<file path="src/tdbs_pkg.sv">
// Package for the two-wire display bus sequencer.
// Holds the command kinds, the sequencer state type and the phase numbers.
// No dependencies.
`default_nettype none

package tdbs_pkg;

  // Command currently running on the bus.
  typedef enum logic [1:0] {
    OP_IDLE  = 2'd0,
    OP_START = 2'd1,
    OP_STOP  = 2'd2,
    OP_WRITE = 2'd3
  } op_t;

  // Command codes as they arrive on the input word.
  localparam logic [1:0] CMD_START = 2'd0;
  localparam logic [1:0] CMD_STOP  = 2'd1;
  localparam logic [1:0] CMD_WRITE = 2'd2;
  // Reserved code; the sequencer never takes it.
  localparam logic [1:0] CMD_BAD   = 2'd3;

  // Phase counter width and the phases of each command.
  localparam int unsigned STAGE_W = 5;
  typedef logic [STAGE_W-1:0] stage_t;

  localparam stage_t ST_0 = 5'd0;
  localparam stage_t ST_1 = 5'd1;
  localparam stage_t ST_2 = 5'd2;
  localparam stage_t ST_3 = 5'd3;

  // Write: sixteen bit phases, then release, wait for ack, pulse, finish.
  localparam stage_t BIT_PHASES  = 5'd16;
  localparam stage_t ST_W_REL    = 5'd16;
  localparam stage_t ST_W_ACK    = 5'd17;
  localparam stage_t ST_W_PULSE  = 5'd18;
  localparam stage_t ST_W_FINISH = 5'd19;

endpackage : tdbs_pkg

`default_nettype wire

</file>
<file path="src/tdbs_in_if.sv">
// Input channel of the bus sequencer: one bus phase tick per word.
// Carries valid, ready and the command fields. No dependencies.
`default_nettype none

interface tdbs_in_if;
  logic       valid;
  logic       ready;
  logic       cmd_valid;
  logic [1:0] operation;
  logic [7:0] data_byte;
  logic       dat_sample;

  modport source (output valid, output cmd_valid, output operation,
                  output data_byte, output dat_sample, input ready);
  modport sink   (input valid, input cmd_valid, input operation,
                  input data_byte, input dat_sample, output ready);
endinterface : tdbs_in_if

`default_nettype wire

</file>
<file path="src/tdbs_out_if.sv">
// Result channel of the bus sequencer: the line levels and status after a tick.
// Carries valid, ready and the result fields. No dependencies.
`default_nettype none

interface tdbs_out_if;
  logic valid;
  logic ready;
  logic clk_out;
  logic dat_out;
  logic dat_drive;
  logic busy_res;
  logic accepted;
  logic ack_seen;

  modport source (output valid, output clk_out, output dat_out, output dat_drive,
                  output busy_res, output accepted, output ack_seen, input ready);
  modport sink   (input valid, input clk_out, input dat_out, input dat_drive,
                  input busy_res, input accepted, input ack_seen, output ready);
endinterface : tdbs_out_if

`default_nettype wire

</file>
<file path="src/two_wire_display_bus_sequencer_top.sv">
// The result word of a tick is registered and valid in the cycle after the input word is taken.
// Throughput: one word per cycle while the output is read; the single output register is refilled in the
// same cycle it is read, and the phase state updates once per accepted word.
// Reset (rst_n low, synchronous): idle, both lines high, data driven, no result held.
// Depends on tdbs_pkg, tdbs_in_if and tdbs_out_if.
`default_nettype none

module two_wire_display_bus_sequencer_top (
  input  wire logic       clk,
  input  wire logic       rst_n,
  tdbs_in_if.sink         in_bus,
  tdbs_out_if.source      out_bus
);

  // Sequencer state.
  tdbs_pkg::op_t    op_r, op_nxt;
  tdbs_pkg::stage_t stage_r, stage_nxt;
  logic [7:0]       byte_r, byte_nxt;
  logic             clk_lvl_r, clk_lvl_nxt;
  logic             dat_lvl_r, dat_lvl_nxt;
  logic             dat_en_r, dat_en_nxt;

  // Output register.
  logic out_valid_r;
  logic clk_out_r, dat_out_r, dat_drive_r, busy_r, accepted_r, ack_r;

  // Values after taking a command, before running the phase.
  logic             take;
  logic             ack_nxt;
  logic             in_fire;
  tdbs_pkg::op_t    eff_op;
  tdbs_pkg::stage_t eff_stage;

  // A new word fits when the output register is empty or being read.
  assign in_bus.ready = !out_valid_r || out_bus.ready;
  assign in_fire      = in_bus.valid && in_bus.ready;

  // Command intake: only while idle and only for a known code.
  always_comb begin
    take      = (op_r == tdbs_pkg::OP_IDLE) && in_bus.cmd_valid &&
                (in_bus.operation != tdbs_pkg::CMD_BAD);
    eff_op    = op_r;
    eff_stage = stage_r;
    byte_nxt  = byte_r;
    if (take) begin
      eff_stage = tdbs_pkg::ST_0;
      unique case (in_bus.operation)
        tdbs_pkg::CMD_START: eff_op = tdbs_pkg::OP_START;
        tdbs_pkg::CMD_STOP:  eff_op = tdbs_pkg::OP_STOP;
        default: begin
          eff_op   = tdbs_pkg::OP_WRITE;
          byte_nxt = in_bus.data_byte;
        end
      endcase
    end
  end

  // Next command and phase.
  always_comb begin
    op_nxt    = eff_op;
    stage_nxt = eff_stage;
    unique case (eff_op)
      tdbs_pkg::OP_START: begin
        if (eff_stage == tdbs_pkg::ST_0) begin
          stage_nxt = tdbs_pkg::ST_1;
        end else begin
          op_nxt = tdbs_pkg::OP_IDLE;
        end
      end
      tdbs_pkg::OP_STOP: begin
        if (eff_stage < tdbs_pkg::ST_3) begin
          stage_nxt = eff_stage + tdbs_pkg::ST_1;
        end else begin
          op_nxt = tdbs_pkg::OP_IDLE;
        end
      end
      tdbs_pkg::OP_WRITE: begin
        if (eff_stage < tdbs_pkg::BIT_PHASES) begin
          stage_nxt = eff_stage + tdbs_pkg::ST_1;
        end else begin
          unique case (eff_stage)
            tdbs_pkg::ST_W_REL:   stage_nxt = tdbs_pkg::ST_W_ACK;
            tdbs_pkg::ST_W_ACK: begin
              if (!in_bus.dat_sample) begin
                stage_nxt = tdbs_pkg::ST_W_PULSE;
              end
            end
            tdbs_pkg::ST_W_PULSE: stage_nxt = tdbs_pkg::ST_W_FINISH;
            default:              op_nxt = tdbs_pkg::OP_IDLE;
          endcase
        end
      end
      default: ;
    endcase
  end

  // Line levels and acknowledge flag for this phase.
  always_comb begin
    clk_lvl_nxt = clk_lvl_r;
    dat_lvl_nxt = dat_lvl_r;
    dat_en_nxt  = dat_en_r;
    ack_nxt     = 1'b0;
    unique case (eff_op)
      tdbs_pkg::OP_START: begin
        if (eff_stage == tdbs_pkg::ST_0) begin
          clk_lvl_nxt = 1'b1;
          dat_lvl_nxt = 1'b1;
        end else if (eff_stage == tdbs_pkg::ST_1) begin
          dat_lvl_nxt = 1'b0;
        end
      end
      tdbs_pkg::OP_STOP: begin
        unique case (eff_stage)
          tdbs_pkg::ST_0: clk_lvl_nxt = 1'b0;
          tdbs_pkg::ST_1: dat_lvl_nxt = 1'b0;
          tdbs_pkg::ST_2: clk_lvl_nxt = 1'b1;
          tdbs_pkg::ST_3: dat_lvl_nxt = 1'b1;
          default: ;
        endcase
      end
      tdbs_pkg::OP_WRITE: begin
        if (eff_stage < tdbs_pkg::BIT_PHASES) begin
          // Odd phases raise the clock; even phases lower it and set the next bit.
          if (eff_stage[0]) begin
            clk_lvl_nxt = 1'b1;
          end else begin
            clk_lvl_nxt = 1'b0;
            dat_lvl_nxt = byte_nxt[eff_stage[3:1]];
          end
        end else begin
          unique case (eff_stage)
            tdbs_pkg::ST_W_REL: begin
              dat_en_nxt  = 1'b0;
              clk_lvl_nxt = 1'b0;
            end
            tdbs_pkg::ST_W_ACK:   ack_nxt = !in_bus.dat_sample;
            tdbs_pkg::ST_W_PULSE: clk_lvl_nxt = 1'b1;
            tdbs_pkg::ST_W_FINISH: begin
              clk_lvl_nxt = 1'b0;
              dat_en_nxt  = 1'b1;
              dat_lvl_nxt = 1'b1;
            end
            default: ;
          endcase
        end
      end
      default: ;
    endcase
  end

  // State registers advance once per accepted word.
  always_ff @(posedge clk) begin
    if (!rst_n) begin
      op_r      <= tdbs_pkg::OP_IDLE;
      stage_r   <= tdbs_pkg::ST_0;
      byte_r    <= 8'd0;
      clk_lvl_r <= 1'b1;
      dat_lvl_r <= 1'b1;
      dat_en_r  <= 1'b1;
    end else if (in_fire) begin
      op_r      <= op_nxt;
      stage_r   <= stage_nxt;
      byte_r    <= byte_nxt;
      clk_lvl_r <= clk_lvl_nxt;
      dat_lvl_r <= dat_lvl_nxt;
      dat_en_r  <= dat_en_nxt;
    end
  end

  // Output register valid flag.
  always_ff @(posedge clk) begin
    if (!rst_n) begin
      out_valid_r <= 1'b0;
    end else if (in_fire) begin
      out_valid_r <= 1'b1;
    end else if (out_bus.ready) begin
      out_valid_r <= 1'b0;
    end
  end

  // Output register payload.
  always_ff @(posedge clk) begin
    if (in_fire) begin
      clk_out_r   <= clk_lvl_nxt;
      dat_out_r   <= dat_en_nxt & dat_lvl_nxt;
      dat_drive_r <= dat_en_nxt;
      busy_r      <= (op_nxt != tdbs_pkg::OP_IDLE);
      accepted_r  <= take;
      ack_r       <= ack_nxt;
    end
  end

  assign out_bus.valid     = out_valid_r;
  assign out_bus.clk_out   = clk_out_r;
  assign out_bus.dat_out   = dat_out_r;
  assign out_bus.dat_drive = dat_drive_r;
  assign out_bus.busy_res  = busy_r;
  assign out_bus.accepted  = accepted_r;
  assign out_bus.ack_seen  = ack_r;

`ifndef SYNTHESIS
  // An acknowledge is only seen with data released and the write still running.
  a_ack_released: assert property (@(posedge clk) disable iff (!rst_n)
    (out_valid_r && ack_r) |-> (!dat_drive_r && busy_r))
    else $error("acknowledge reported while data is driven or idle");

  // Data is released only in the middle of a write.
  a_release_busy: assert property (@(posedge clk) disable iff (!rst_n)
    (out_valid_r && !dat_drive_r) |-> busy_r)
    else $error("data line released while no command runs");

  // The state does not move while a word is stalled at the output.
  a_hold_on_stall: assert property (@(posedge clk) disable iff (!rst_n)
    (out_valid_r && !out_bus.ready) |=> ($stable(op_r) && $stable(stage_r)))
    else $error("sequencer advanced while the result was stalled");
`endif

endmodule : two_wire_display_bus_sequencer_top

`default_nettype wire
</file>
<file path="src/flat_wrapper.sv">
// flat-port wrapper written by rule: the top's interface ports become plain ports
module two_wire_display_bus_sequencer_top_flat 
  (clk, rst_n, in_bus_valid, in_bus_cmd_valid, in_bus_operation, in_bus_data_byte, in_bus_dat_sample, in_bus_ready, out_bus_valid, out_bus_clk_out, out_bus_dat_out, out_bus_dat_drive, out_bus_busy_res, out_bus_accepted, out_bus_ack_seen, out_bus_ready);
  tdbs_in_if in_bus_i ();
  tdbs_out_if out_bus_i ();
  input  wire logic clk;
  input  wire logic rst_n;
  input wire logic [$bits(in_bus_i.valid)-1:0] in_bus_valid;
  input wire logic [$bits(in_bus_i.cmd_valid)-1:0] in_bus_cmd_valid;
  input wire logic [$bits(in_bus_i.operation)-1:0] in_bus_operation;
  input wire logic [$bits(in_bus_i.data_byte)-1:0] in_bus_data_byte;
  input wire logic [$bits(in_bus_i.dat_sample)-1:0] in_bus_dat_sample;
  output wire logic [$bits(in_bus_i.ready)-1:0] in_bus_ready;
  output wire logic [$bits(out_bus_i.valid)-1:0] out_bus_valid;
  output wire logic [$bits(out_bus_i.clk_out)-1:0] out_bus_clk_out;
  output wire logic [$bits(out_bus_i.dat_out)-1:0] out_bus_dat_out;
  output wire logic [$bits(out_bus_i.dat_drive)-1:0] out_bus_dat_drive;
  output wire logic [$bits(out_bus_i.busy_res)-1:0] out_bus_busy_res;
  output wire logic [$bits(out_bus_i.accepted)-1:0] out_bus_accepted;
  output wire logic [$bits(out_bus_i.ack_seen)-1:0] out_bus_ack_seen;
  input wire logic [$bits(out_bus_i.ready)-1:0] out_bus_ready;
  assign in_bus_i.valid = in_bus_valid;
  assign in_bus_i.cmd_valid = in_bus_cmd_valid;
  assign in_bus_i.operation = in_bus_operation;
  assign in_bus_i.data_byte = in_bus_data_byte;
  assign in_bus_i.dat_sample = in_bus_dat_sample;
  assign in_bus_ready = in_bus_i.ready;
  assign out_bus_valid = out_bus_i.valid;
  assign out_bus_clk_out = out_bus_i.clk_out;
  assign out_bus_dat_out = out_bus_i.dat_out;
  assign out_bus_dat_drive = out_bus_i.dat_drive;
  assign out_bus_busy_res = out_bus_i.busy_res;
  assign out_bus_accepted = out_bus_i.accepted;
  assign out_bus_ack_seen = out_bus_i.ack_seen;
  assign out_bus_i.ready = out_bus_ready;
  two_wire_display_bus_sequencer_top u_core (.clk(clk), .rst_n(rst_n), .in_bus(in_bus_i), .out_bus(out_bus_i));
endmodule
</file>
<file path="config.mk">
export PLATFORM = sky130hd
export DESIGN_NAME = two_wire_display_bus_sequencer_top_flat
export DESIGN_NICKNAME = d
export VERILOG_FILES = /design/src/tdbs_pkg.sv /design/src/tdbs_in_if.sv /design/src/tdbs_out_if.sv /design/src/two_wire_display_bus_sequencer_top.sv /design/src/flat_wrapper.sv
export SDC_FILE = /design/constraint.sdc
export NUM_CORES = 1
export LEC_CHECK = 0
export BUFFER_PORTS_ARGS = -buffer_cell sky130_fd_sc_hd__buf_2
export CAP_MARGIN = 10
export CELL_PAD_IN_SITES_DETAIL_PLACEMENT = 1
export CELL_PAD_IN_SITES_GLOBAL_PLACEMENT = 2
export CORE_MARGIN = 2
export CORE_UTILIZATION = 30
export CTS_BUF_LIST = sky130_fd_sc_hd__clkbuf_2 sky130_fd_sc_hd__clkbuf_4 sky130_fd_sc_hd__clkbuf_8
export DETAILED_ROUTE_END_ITERATION = 12
export PLACE_DENSITY_LB_ADDON = 0.3
export RECOVER_POWER = 50
export SYNTH_ARGS = -nofsm -noshare
export SYNTH_HDL_FRONTEND = slang
export SYNTH_SLANG_ARGS = --single-unit
</file>
<file path="constraint.sdc">
create_clock -name clk -period 2.7 [get_ports clk]
set_clock_uncertainty 0.15 [all_clocks]
set_input_delay 0.27 -clock clk [delete_from_list [all_inputs] [get_ports clk]]
set_output_delay 0.27 -clock clk [all_outputs]
set_load 0.05 [all_outputs]
</file>
# After elaboration in Yosys (flattened, before gate mapping)
# Cells that the tools add are included.
# totals
out_inout_bits	8
wordCells	83
input_bits	16
reg_bits	25
# classes
reduce_logical	15
n_lt_le_gt_ge	3
n_eq_ne	12
bitwise_logic	3
mux	36
add_sub_neg	1
# ops
op	count
case mux 5 bit (3 select lines)	2
2-to-1 mux 5 bit	5
equality test 5 bit, second input constant	4
2-to-1 mux 8 bit	2
2-to-1 mux 1 bit	13
equality test 5 x 2 -> 1 bit, second input constant	2
2-to-1 mux 2 bit	5
case mux 1 bit (2 select lines)	4
case mux 1 bit (3 select lines)	2
case mux 2 bit (3 select lines)	1
OR reduction 3 bit	2
adder 5 x 1 -> 5 bit, second input constant	1
equality test 5 x 1 -> 1 bit, second input constant	1
logical NOT 5 bit	1
less-than comparator 5 x 2 -> 1 bit, second input constant	1
less-than comparator 5 bit, second input constant	1
equality test 2 x 1 -> 1 bit, second input constant	2
equality test 2 bit, second input constant	2
logical NOT 2 bit	2
less-than comparator 3 x 4 -> 1 bit, second input constant	1
case mux 2 bit (2 select lines)	1
nonzero test 2 bit	2
OR reduction 2 bit	2
binary-select mux 1 bit (select 3 bit)	1
6 further kinds	10

# Logic depth before layout (Yosys ltp)
# Gate-level depths: netlist of run 1.
# logic_depth
depth_word	10
depth_mapped	9
ltp_nobuf	8

# Least setup slack after synthesis of run 1
# Ideal clock, no wire load.
# synth_timing
path_kind	register to register
start	register u_core.op_r[1]
end	register u_core.dat_out_r, in the netlist u_core.out_bus.dat_out, data pin
stages_incl_launch_ff	10
t_required_ps	2284
path_slack_ps	168
n_path_buf	2
setup_time_ps	266
synth_period_minus_slack_ps	2532
arrival_ps	2116
cell_sequence	dfxtp_1 buf_6 or4b_1 buf_2 or4_1 o311a_2 o31ai_4 o211ai_2 o21ai_1 a21oi_1
# synth_between
elab_chain_len	10
word_cells_on_any_way	28
cone_classes	order compare (1); eq/ne (7); mux (15); bitwise (1); reduce/logical (4)
# synth_rtl
item	line	source
start: declaration	two_wire_display_bus_sequencer_top.sv:16	tdbs_pkg::op_t op_r, op_nxt;
start signal: assignment	two_wire_display_bus_sequencer_top.sv:154	op_r <= tdbs_pkg::OP_IDLE;
start signal: assignment	two_wire_display_bus_sequencer_top.sv:161	op_r <= op_nxt;
logical NOT 2 bit	two_wire_display_bus_sequencer_top.sv:40	take = (op_r == tdbs_pkg::OP_IDLE) && in_bus.cmd_valid &&
logical AND 1 bit (2 in series)	two_wire_display_bus_sequencer_top.sv:40	
2-to-1 mux 8 bit or 2-to-1 mux 5 bit (tied branches)	two_wire_display_bus_sequencer_top.sv:45	if (take) begin
binary-select mux 1 bit (select 3 bit)	two_wire_display_bus_sequencer_top.sv:128	dat_lvl_nxt = byte_nxt[eff_stage[3:1]];
2-to-1 mux 1 bit (not written as such)	two_wire_display_bus_sequencer_top.sv:128	
2-to-1 mux 1 bit	two_wire_display_bus_sequencer_top.sv:124	if (eff_stage[0]) begin
2-to-1 mux 1 bit	two_wire_display_bus_sequencer_top.sv:122	if (eff_stage < tdbs_pkg::BIT_PHASES) begin
case mux 1 bit (3 select lines)	two_wire_display_bus_sequencer_top.sv:103	unique case (eff_op)
AND 1 bit *	two_wire_display_bus_sequencer_top.sv:185	dat_out_r <= dat_en_nxt & dat_lvl_nxt;
end signal: assignment	two_wire_display_bus_sequencer_top.sv:185	
end: declaration	two_wire_display_bus_sequencer_top.sv:25	logic clk_out_r, dat_out_r, dat_drive_r, busy_r, accepted_r, ack_r;
# Mark *: on every way between the ends. The rest lies on a longest branch, timed or not. The select of a mux whose other input is x is not followed.
# A chain may end at the register's enable or synchronous reset.

# Worst setup path in the final report of run 1
# layout_timing
start	register u_core.op_r[0]
end	register u_core.dat_out_r, in the netlist u_core.out_bus.dat_out, data pin
# Same word-level chain as after synthesis.

==> results of run 1 <==
## routing by layer
| layer | track usage (%) | routed length (um) | vias up |
|---|---|---|---|
| met5 | 0 | 0 | - |
| met4 | 4.29 | 84 | 0 |
| met3 | 1.88 | 88 | 8 |
| met2 | 29.1 | 2300 | 23 |
| met1 | 22.1 | 2270 | 753 |
| li1 | - | - | 811 |
## sequential cells by signal (all words and copies together), names as in the netlist
signal and count:
u_core.out_bus.ack_seen 1, u_core.out_bus.dat_out 1, u_core.dat_lvl_r 1, u_core.out_bus.clk_out 1
u_core.dat_en_r 1, u_core.out_bus.busy_res 1, u_core.byte_r 8, u_core.op_r 2
u_core.out_bus.valid 1, u_core.out_bus.accepted 1, u_core.stage_r 5, u_core.clk_lvl_r 1
u_core.out_bus.dat_drive 1
## placed cells by master, fill, tap and decap left out, drive strengths merged, types with 2 or more instances in the layout
master	synthesis	layout
a31oi	5	5
inv	7	7
nor3b	3	3
a22oi	6	6
a21boi	10	10
nor3	5	5
nor4b	3	3
nand2b	4	4
a311oi	2	2
nand3	7	7
a2111oi	2	2
o211a	2	2
nand2	34	34
nand3b	3	3
nand4b	2	2
edfxtp	6	6
clkbuf	11	13
o31ai	2	2
nand4	4	4
buf	2	27
dfxtp	19	19
o211ai	3	3
nor2b	7	7
nor2	13	13
a21oi	11	11
o21ai	17	17
## cell type report
class,count,area [um^2],area share [%]
clock inverters,1,5.00,0.266
well taps,70,87.6,4.65
inverters,7,26.3,1.40
clock buffers,3,41.3,2.19
multi-input cells,160,958,50.9
flip-flops and latches,25,561,29.8
repair buffers,37,203,10.8
## through the flow
stage | power (mW) | hold slack, ns | worst slack (ns) | util [%] | cell area, um^2
floorplan | 0.584 | 0.258 | 0.168 | - | 1600
global placement | 0.661 | 0.305 | 0.225 | 36.1 | 1850
detailed placement | 0.662 | 0.310 | 0.161 | 36.1 | 1850
CTS | 0.897 | 0.0767 | 0.213 | 37.0 | 1900
global route | 0.935 | 0.101 | 0.0426 | 36.6 | 1880
finish | 0.882 | 0.0823 | 0.221 | 36.6 | 1880
## report_power, final
group | total (mW) | switching, mW | internal (mW)
clock | 0.234 | 0.130 | 0.104
combinational | 0.232 | 0.154 | 0.0785
sequential | 0.416 | 0.00957 | 0.406
## kinds of logic after synthesis
| group | count (synthesis) | synth area share [%] |
|---|---|---|
| AND/OR/NAND/NOR | 89 | 28.7 |
| AO/OA/AOI/OAI | 69 | 29.9 |
| flip-flops | 25 | 35.0 |
| buffers and inverters | 20 | 5.23 |
| XOR/XNOR | 1 | 0.547 |
| multiplexers | 1 | 0.625 |
## tightest hold or removal path: cells and delay by family
family	cells	cell delay [ns]
AOI/OAI and AO/OA	1	0.06
and+or+nand+nor	1	0.04
buffers and inverters	1	0.09
## worst max path at each step
| stage | start | endpoint | slack (ns) | cells past startpoint |
|---|---|---|---|---|
| 3_5_place_dp | in_bus_operation[0] | u_core.out_bus.dat_out | 0.16 | 8 |
| 3_3_place_gp | in_bus_operation[0] | u_core.out_bus.dat_out | 0.22 | 8 |
| 6_report | u_core.op_r[0] | u_core.out_bus.dat_out | 0.22 | 7 |
| 2_1_floorplan | u_core.op_r[1] | u_core.out_bus.dat_out | 0.17 | 9 |
| 4_1_cts | u_core.op_r[0] | u_core.out_bus.dat_out | 0.21 | 7 |
| 5_1_grt | u_core.op_r[0] | u_core.out_bus.dat_out | 0.04 | 8 |
==> impl_metrics.json, run 1 <==
{
  "fin_nets": 250,
  "power.leakage_nw": 0.671,
  "r2r-start": "u_core.op_r[0]",
  "synth_edf_count": 6,
  "worstRegToRegCells": 7,
  "clock-root-buffer": "clkbuf_8",
  "remaining_drc_errors": 0,
  "cap_violations": 0,
  "clock_latency_ns": 0.28,
  "hold_depth": 3,
  "critical-path-top-delay-family": "simple AND/OR/NAND/NOR gates",
  "slew_headroom_pct": 59.7,
  "yosys_register_bits": 25,
  "worstHoldStart": "in_bus_data_byte[1]",
  "holdBufCountCts": 0,
  "hpwl_um": 3530,
  "via_count": 1595,
  "wl_per_cell_um": 15.6,
  "r2r_end": "u_core.out_bus.dat_out",
  "yosysTopAreaCell": "dfxtp_1",
  "status": "finished, final reports clean",
  "critical-path-max-stage-delay_ns": 0.56,
  "setup_viol_count_final": 0,
  "die_area_um2": 5940,
  "drt_iter0_markers": 104,
  "synth.avg_cell_area_um2": 7.82,
  "cts_buffer_depth": 2,
  "tightest_slew_ns": 0.607,
  "drive_above_1_share_pct": 16.3,
  "peakVddDrop_uv": 177,
  "cts.sinks": 25,
  "hold_path.class": "input pin to flop",
  "min_period_ns": 2.48,
  "antenna_found_initial": 0,
  "synth_area_um2": 1600,
  "fin_tns_setup_ns": 0,
  "drt_pre_antenna_iters": 4,
  "die_height_um": 77.1,
  "nFillCells": 687,
  "rsz0062_at_grt": "false",
  "rows": 26,
  "cp_num_buf_inv": 0,
  "die-width_um": 77.1,
  "routed_wl_um": 4740,
  "critPathLaunchType": "flop",
  "crit_fanout": 4,
  "avgViaCountPerCell": 5.26,
  "synth_ff_type": "dfxtp_1",
  "ys_seq_area_share_pct": 35.0,
  "path_clk_slew_ns": 0.10,
  "ys_types": 47,
  "syn_nets": 221,
  "holdPathEnd": "u_core.byte_r[1]",
  "numPortBuffers": 23,
  "synthArstFlopShare_pct": 0,
  "grt_pass1_vias": 1615,
  "globalplace.congestion": 0.861,
  "fin_cells": 303,
  "final-hold-violation-count": 0,
  "final_max_slew_viol_count": 0,
  "ys_top_cells_by_area": "dfxtp_1 (24%), edfxtp_1 (11%), nand2_1 (8.0%)",
  "cts_resized": 0,
  "synth_cells": 205,
  "place_inst": 299,
  "cts-buffers-inserted": 3,
  "max_freq_ghz": 0.403,
  "yosys.cell_count.top_type": "nand2_1",
  "overflow": 0,
  "crit_required_ns": 2.58,
  "yosysTopAreaCellShare_pct": 23.7,
  "yosysWarnings": 0,
  "ys_top_cells_by_count": "nand2_1 (34), dfxtp_1 (19), o21ai_0 (15), nor2_1 (13)",
  "endpoint_kind": "flop",
  "critPathArrivalTime_ns": 2.36,
  "r2r_slack_ns": 0.22,
  "grt_max_degree": 20,
  "postCtsSetupRepairBufs": 0,
  "critPathSlowestCell": "or4b_1",
  "start_util_pct": 31.2,
  "insertedDiodeCount": 0,
  "grtUsageTotal_pct": 16.8,
  "critical_path_class": "flop to flop",
  "period_share_pct": 91.8,
  "worstPathCellList": "or4b_1, or4_1, o311a_2, o31ai_4, o211ai_2, o21ai_1, a21oi_1",
  "htreeDepth": 1,
  "power_density_nw_per_um2": 469,
  "areaGrowthSynthToFinish_pct": 17.4,
  "ios": 24,
  "cts_tree": "done",
  "ant_nets": 0,
  "grt_pass1_wl_um": 8140,
  "core_area_um2": 5140
}
Power figures use the tool's default switching activity.
==> inputs of run 2 (changes only) <==
--- a/config.mk
+++ b/config.mk
@@ -13,7 +13,7 @@
 export CORE_UTILIZATION = 30
 export CTS_BUF_LIST = sky130_fd_sc_hd__clkbuf_2 sky130_fd_sc_hd__clkbuf_4 sky130_fd_sc_hd__clkbuf_8
 export DETAILED_ROUTE_END_ITERATION = 12
-export PLACE_DENSITY_LB_ADDON = 0.3
+export PLACE_DENSITY = 0.81
 export RECOVER_POWER = 50
 export SYNTH_ARGS = -nofsm -noshare
 export SYNTH_HDL_FRONTEND = slang
==> run 2 against run 1 <==
Die area unchanged. Sequential power about the same. Sequential share of layout area about the same. Via count increased by 1.8%. Clock power increased by 7%. Core utilization about the same. Maximum frequency decreased by 0.98%. Worst hold slack got worse by 0.0044 ns. Critical path type unchanged.
==> impl_metrics.json, run 2 (synthesized netlist as in run 1, its figures left out) <==
{
  "critical-path-top-delay-family": "simple AND/OR/NAND/NOR gates",
  "endpoint_kind": "flop",
  "via_count": 1624,
  "avgViaCountPerCell": 5.40,
  "insertedDiodeCount": 0,
  "busiest_layer": "met2",
  "critical_path_class": "flop to flop",
  "place_inst": 297,
  "peakVddDrop_uv": 183,
  "dpl-instance-area_um2": 1840,
  "p_comb_share_pct": 26.0,
  "max_freq_ghz": 0.399,
  "crit_fanout": 4,
  "status": "finished, final reports clean",
  "htreeDepth": 1,
  "fin_nets": 248,
  "drt_pre_antenna_iters": 4,
  "drt_iter0_markers": 66,
  "grt_util_met1_pct": 22.9,
  "die-width_um": 77.1,
  "total_power_mw": 0.901,
  "top_regs": "u_core.byte_r x8, u_core.stage_r x5, u_core.op_r x2",
  "tightest_slew_ns": 0.597,
  "grt_max_degree": 21,
  "path_clk_slew_ns": 0.10,
  "globalplace.congestion": 0.832,
  "overflow": 0,
  "clkPwrFrac_pct": 27.7,
  "holdBufCountCts": 0,
  "start_util_pct": 31.2,
  "remaining_drc_errors": 0,
  "largest_reg_flops": 8,
  "clock_latency_ns": 0.28,
  "min_period_ns": 2.50,
  "grtUsageTotal_pct": 16.9,
  "nFillCells": 648,
  "sw_frac_of_total_pct": 33.2,
  "hold_path.class": "input pin to flop",
  "die_area_um2": 5940,
  "wl_per_cell_um": 15.9,
  "grt_use_met2_pct": 27.4,
  "critPathArrivalTime_ns": 2.38,
  "drive_above_1_share_pct": 16.5,
  "fin_cells": 301,
  "postCtsSetupRepairBufs": 0,
  "cts_buffer_depth": 2,
  "p_int_mw": 0.602,
  "final_cell_mix": "nand2_1 (34), dfxtp_1 (18), o21ai_0 (15), buf_2 (15), nor2_1 (13)",
  "finalInstanceArea_um2": 1880,
  "fin_tns_setup_ns": 0,
  "rows": 26,
  "seqPwrFrac_pct": 46.3,
  "routed_wl_um": 4780,
  "critPathLaunchType": "flop",
  "grt_pass1_wl_um": 7980,
  "met3_usage_pct": 1.76,
  "hold_slack_ns": 0.0779,
  "critical-path-max-stage-delay_ns": 0.55,
  "largest-register": "u_core.byte_r",
  "p_switching_mw": 0.299,
  "cts_tree": "done",
  "period_share_pct": 92.7,
  "hpwl_um": 3530,
  "grt_pass1_vias": 1519,
  "final_max_slew_viol_count": 0,
  "numPortBuffers": 23,
  "areaGrowthSynthToFinish_pct": 17.5,
  "cp_num_buf_inv": 0,
  "setup_viol_count_final": 0,
  "ant_nets": 0,
  "cts_resized": 0,
  "clock-root-buffer": "clkbuf_8",
  "cts-buffers-inserted": 3,
  "critPathSlowestCell": "or4b_1",
  "layout_commonest_cell": "nand2_1",
  "power.leakage_nw": 0.683,
  "antenna_found_initial": 0,
  "slew_headroom_pct": 60.4,
  "cts.sinks": 25,
  "ios": 24,
  "die_height_um": 77.1,
  "rsz0062_at_grt": "false",
  "power_density_nw_per_um2": 478,
  "cap_violations": 0,
  "final-hold-violation-count": 0,
  "core_area_um2": 5140,
  "crit_required_ns": 2.57,
  "worstPathCellList": "or4b_1, or4_1, o311a_2, o31ai_4, o211ai_4, o21ai_1, a21oi_1"
}
run 2: worst paths after layout:
check / startpoint / endpoint / slack, ns / cells after the start
min: in_bus_data_byte[1] / u_core.byte_r[1] / 0.08 / 3
max reg2reg: u_core.op_r[1] / u_core.out_bus.dat_out / 0.20 / 7
max: u_core.op_r[1] / u_core.out_bus.dat_out / 0.20 / 7
min reg2reg: u_core.byte_r[7] / u_core.byte_r[7] / 0.33 / 2
run 2: per-layer routing:
layer / up-vias / wire length [um]
li1: 807 / -
met1: 785 / 2290
met2: 26 / 2250
met3: 6 / 156
met4: 0 / 86
met5: - / 0
run 2: worst register-to-register path, delay by kind of cell (launching register included):
kind | cells | cell delay, ns
AND/OR/NAND/NOR | 2 | 0.97
flip-flops | 1 | 0.34
AO/OA/AOI/OAI | 5 | 0.78
run 2: cell type report:
cell class              instances  area (um^2)  area share [%]
well taps                      70         87.6            4.65
repair buffers                 35          191            10.2
clock buffers                   4         48.8            2.59
flip-flops and latches         25          562            29.8
multi-input cells             160          967            51.4
inverters                       7         26.3            1.40
run 2: power by group through the flow:
stage                     Combinational [mW]  Sequential, mW  Clock [mW]
final                                  0.234           0.417       0.250
after global routing                   0.258           0.420       0.280
after CTS                              0.237           0.417       0.261
after detailed placement               0.237           0.426           0
after global placement                 0.232           0.425           0
after floorplan                        0.126           0.458           0
run 2: per-stage QoR:
| step | utilization, % | setup WS [ns] |
|---|---|---|
| after global placement | 35.8 | 0.214 |
| final | 36.6 | 0.197 |
| after detailed placement | 35.8 | 0.132 |
| after global routing | 36.6 | 0.00781 |
| after CTS | 36.7 | 0.164 |
| after floorplan | - | 0.168 |
==> inputs of run 3 (changes only) <==
--- a/config.mk
+++ b/config.mk
@@ -5,7 +5,6 @@
 export SDC_FILE = /design/constraint.sdc
 export NUM_CORES = 1
 export LEC_CHECK = 0
-export BUFFER_PORTS_ARGS = -buffer_cell sky130_fd_sc_hd__buf_2
 export CAP_MARGIN = 10
 export CELL_PAD_IN_SITES_DETAIL_PLACEMENT = 1
 export CELL_PAD_IN_SITES_GLOBAL_PLACEMENT = 2
@@ -13,7 +12,8 @@
 export CORE_UTILIZATION = 30
 export CTS_BUF_LIST = sky130_fd_sc_hd__clkbuf_2 sky130_fd_sc_hd__clkbuf_4 sky130_fd_sc_hd__clkbuf_8
 export DETAILED_ROUTE_END_ITERATION = 12
-export PLACE_DENSITY = 0.81
+export DONT_BUFFER_PORTS = 1
+export PLACE_DENSITY = 0.74
 export RECOVER_POWER = 50
 export SYNTH_ARGS = -nofsm -noshare
 export SYNTH_HDL_FRONTEND = slang
==> run 3 against run 2 <==
Worst setup slack worse by 0.024 ns. Register-to-register slack worse by 0.02 ns. Via count down 3.1%. Combinational power down 21%. First-iteration DRC count down 26%. Flip-flop and latch count unchanged. Wire length down 0.69%. Worst hold slack worse by 0.054 ns. Maximum frequency down 0.93%. Non-clock buffer count down 11. Critical path type unchanged. Critical endpoint unchanged. Largest power group unchanged. Highest routed layer unchanged.
==> impl_metrics.json, run 3 (synthesized netlist as in run 1, its figures left out) <==
{
  "multi_input_area_um2": 958,
  "via_count": 1574,
  "peakVddDrop_uv": 210,
  "layout_commonest_cell": "nand2_1",
  "nFillCells": 668,
  "status": "finished, final reports clean",
  "total_power_mw": 0.870,
  "start_util_pct": 31.2,
  "globalplace.congestion": 0.818,
  "final_max_slew_viol_count": 0,
  "finalInstanceArea_um2": 1880,
  "drive_above_1_share_pct": 10.0,
  "tightest_slew_ns": 0.729,
  "grt_pass1_wl_um": 7900,
  "r2r_slack_ns": 0.17,
  "power_density_nw_per_um2": 464,
  "grt_max_degree": 20,
  "place_inst": 276,
  "core_area_um2": 5140,
  "setup_viol_count_final": 0,
  "endpoint_kind": "flop",
  "critical_path_class": "flop to flop",
  "rows": 26,
  "holdPathEnd": "u_core.out_bus.ack_seen",
  "period_share_pct": 93.6,
  "overflow": 0,
  "routed_wl_um": 4750,
  "r2r-start": "u_core.op_r[0]",
  "fin_nets": 237,
  "final-hold-violation-count": 0,
  "top_regs": "u_core.byte_r x8, u_core.stage_r x5, u_core.op_r x2",
  "ios": 24,
  "antenna_found_initial": 1,
  "cts.sinks": 25,
  "critPathLaunchType": "flop",
  "drt_pre_antenna_iters": 4,
  "power.leakage_nw": 0.642,
  "cts-buffers-inserted": 3,
  "grt_pass1_vias": 1561,
  "clock-root-buffer": "clkbuf_8",
  "fin_tns_setup_ns": 0,
  "remaining_drc_errors": 0,
  "rsz0062_at_grt": "false",
  "drt_iter0_markers": 49,
  "crit_required_ns": 2.58,
  "largest-register": "u_core.byte_r",
  "largest_reg_flops": 8,
  "hold_path.class": "input pin to flop",
  "slew_headroom_pct": 51.2,
  "worstHoldStart": "in_bus_dat_sample",
  "wl_per_cell_um": 16.3,
  "busiest_layer": "met2",
  "die-width_um": 77.1,
  "die_height_um": 77.1,
  "final_cell_mix": "nand2_1 (34), dfxtp_1 (19), o21ai_0 (15)",
  "utilization_pct": 36.5,
  "seq_area_um2": 561,
  "avgViaCountPerCell": 5.41,
  "ant_nets": 0,
  "min_period_ns": 2.53,
  "grtUsageTotal_pct": 16.5,
  "met3_usage_pct": 3.18,
  "r2r_end": "u_core.out_bus.dat_out",
  "grt_util_met1_pct": 21.3,
  "cts_tree": "done",
  "max_freq_ghz": 0.396,
  "htreeDepth": 1,
  "fin_cells": 291,
  "cts_resized": 0,
  "worstRegToRegCells": 7,
  "clock_latency_ns": 0.28,
  "numPortBuffers": 0,
  "hpwl_um": 3410,
  "critPathArrivalTime_ns": 2.40,
  "crit_fanout": 6,
  "grt_use_met2_pct": 28.2,
  "die_area_um2": 5940,
  "cap_violations": 0,
  "cts_buffer_depth": 2,
  "areaGrowthSynthToFinish_pct": 17.0,
  "hold_depth": 1,
  "path_clk_slew_ns": 0.09,
  "dpl-instance-area_um2": 1740
}
## run 3: changes by cell type in the layout (fill, tap and decap cells not counted)
cell / previous run / this run
dfxtp_2: 1 / 0
clkinv_2: 0 / 1
o211ai_2: 0 / 1
dlygate4sd3_1: 0 / 10
diode_2: 0 / 1
o211ai_4: 1 / 0
clkbuf_4: 1 / 0
clkbuf_1: 9 / 3
dfxtp_1: 18 / 19
buf_2: 15 / 0
## run 3: per-stage QoR
stage,worst slack [ns],hold WS [ns]
global placement,0.239,0.201
floorplan,0.168,0.258
finish,0.173,0.0238
global route,0.0262,0.0135
CTS,0.165,0.0150
detailed placement,0.194,0.203
## run 3: how the worst max path moves through the flow
stage / slack, ns / start / endpoint / cells after the start
3_5_place_dp: 0.19 / u_core.op_r[0] / u_core.out_bus.dat_out / 7
6_report: 0.17 / u_core.op_r[0] / u_core.out_bus.dat_out / 7
4_1_cts: 0.17 / u_core.op_r[0] / u_core.out_bus.dat_out / 7
3_3_place_gp: 0.24 / u_core.op_r[0] / u_core.out_bus.dat_out / 7
2_1_floorplan: 0.17 / u_core.op_r[1] / u_core.out_bus.dat_out / 9
5_1_grt: 0.03 / u_core.op_r[0] / u_core.out_bus.dat_out / 8
## run 3: cell type report
cell class,instances,share of cell area (%)
repair buffers,24,10.3
flip-flops and latches,25,29.9
clock inverters,1,0.267
well taps,70,4.67
inverters,7,1.40
diodes,1,0.133
clock buffers,3,2.20
multi-input cells,160,51.1
## run 3: repair_timing
item | CTS | global route
hold buffers | 10 | 0
setup buffers | 0 | 0
endpoints found under the hold margin | 19 | 0
setup endpoints to repair | 0 | 0
## run 3: routing by layer
layer / wire length [um] / share of wire, %
met5: 0 / 0
met4: 43 / 0.91
met3: 215 / 4.5
met2: 2280 / 48
met1: 2210 / 47
## run 3: power by group
group          total [mW]  leakage [nW]  internal (mW)  switching (mW)
Clock               0.236        0.0255          0.104           0.132
Sequential          0.449         0.212          0.407          0.0415
Combinational       0.185         0.404         0.0747           0.110
Total               0.870         0.642          0.586           0.284
## run 3: critical path: stages (launching register included)
cell	delay [ns]
dfxtp_1	0.37
or4b_1	0.56
or4_1	0.43
o311a_2	0.15
o31ai_4	0.23
o211ai_2	0.16
o21ai_1	0.16
a21oi_1	0.07
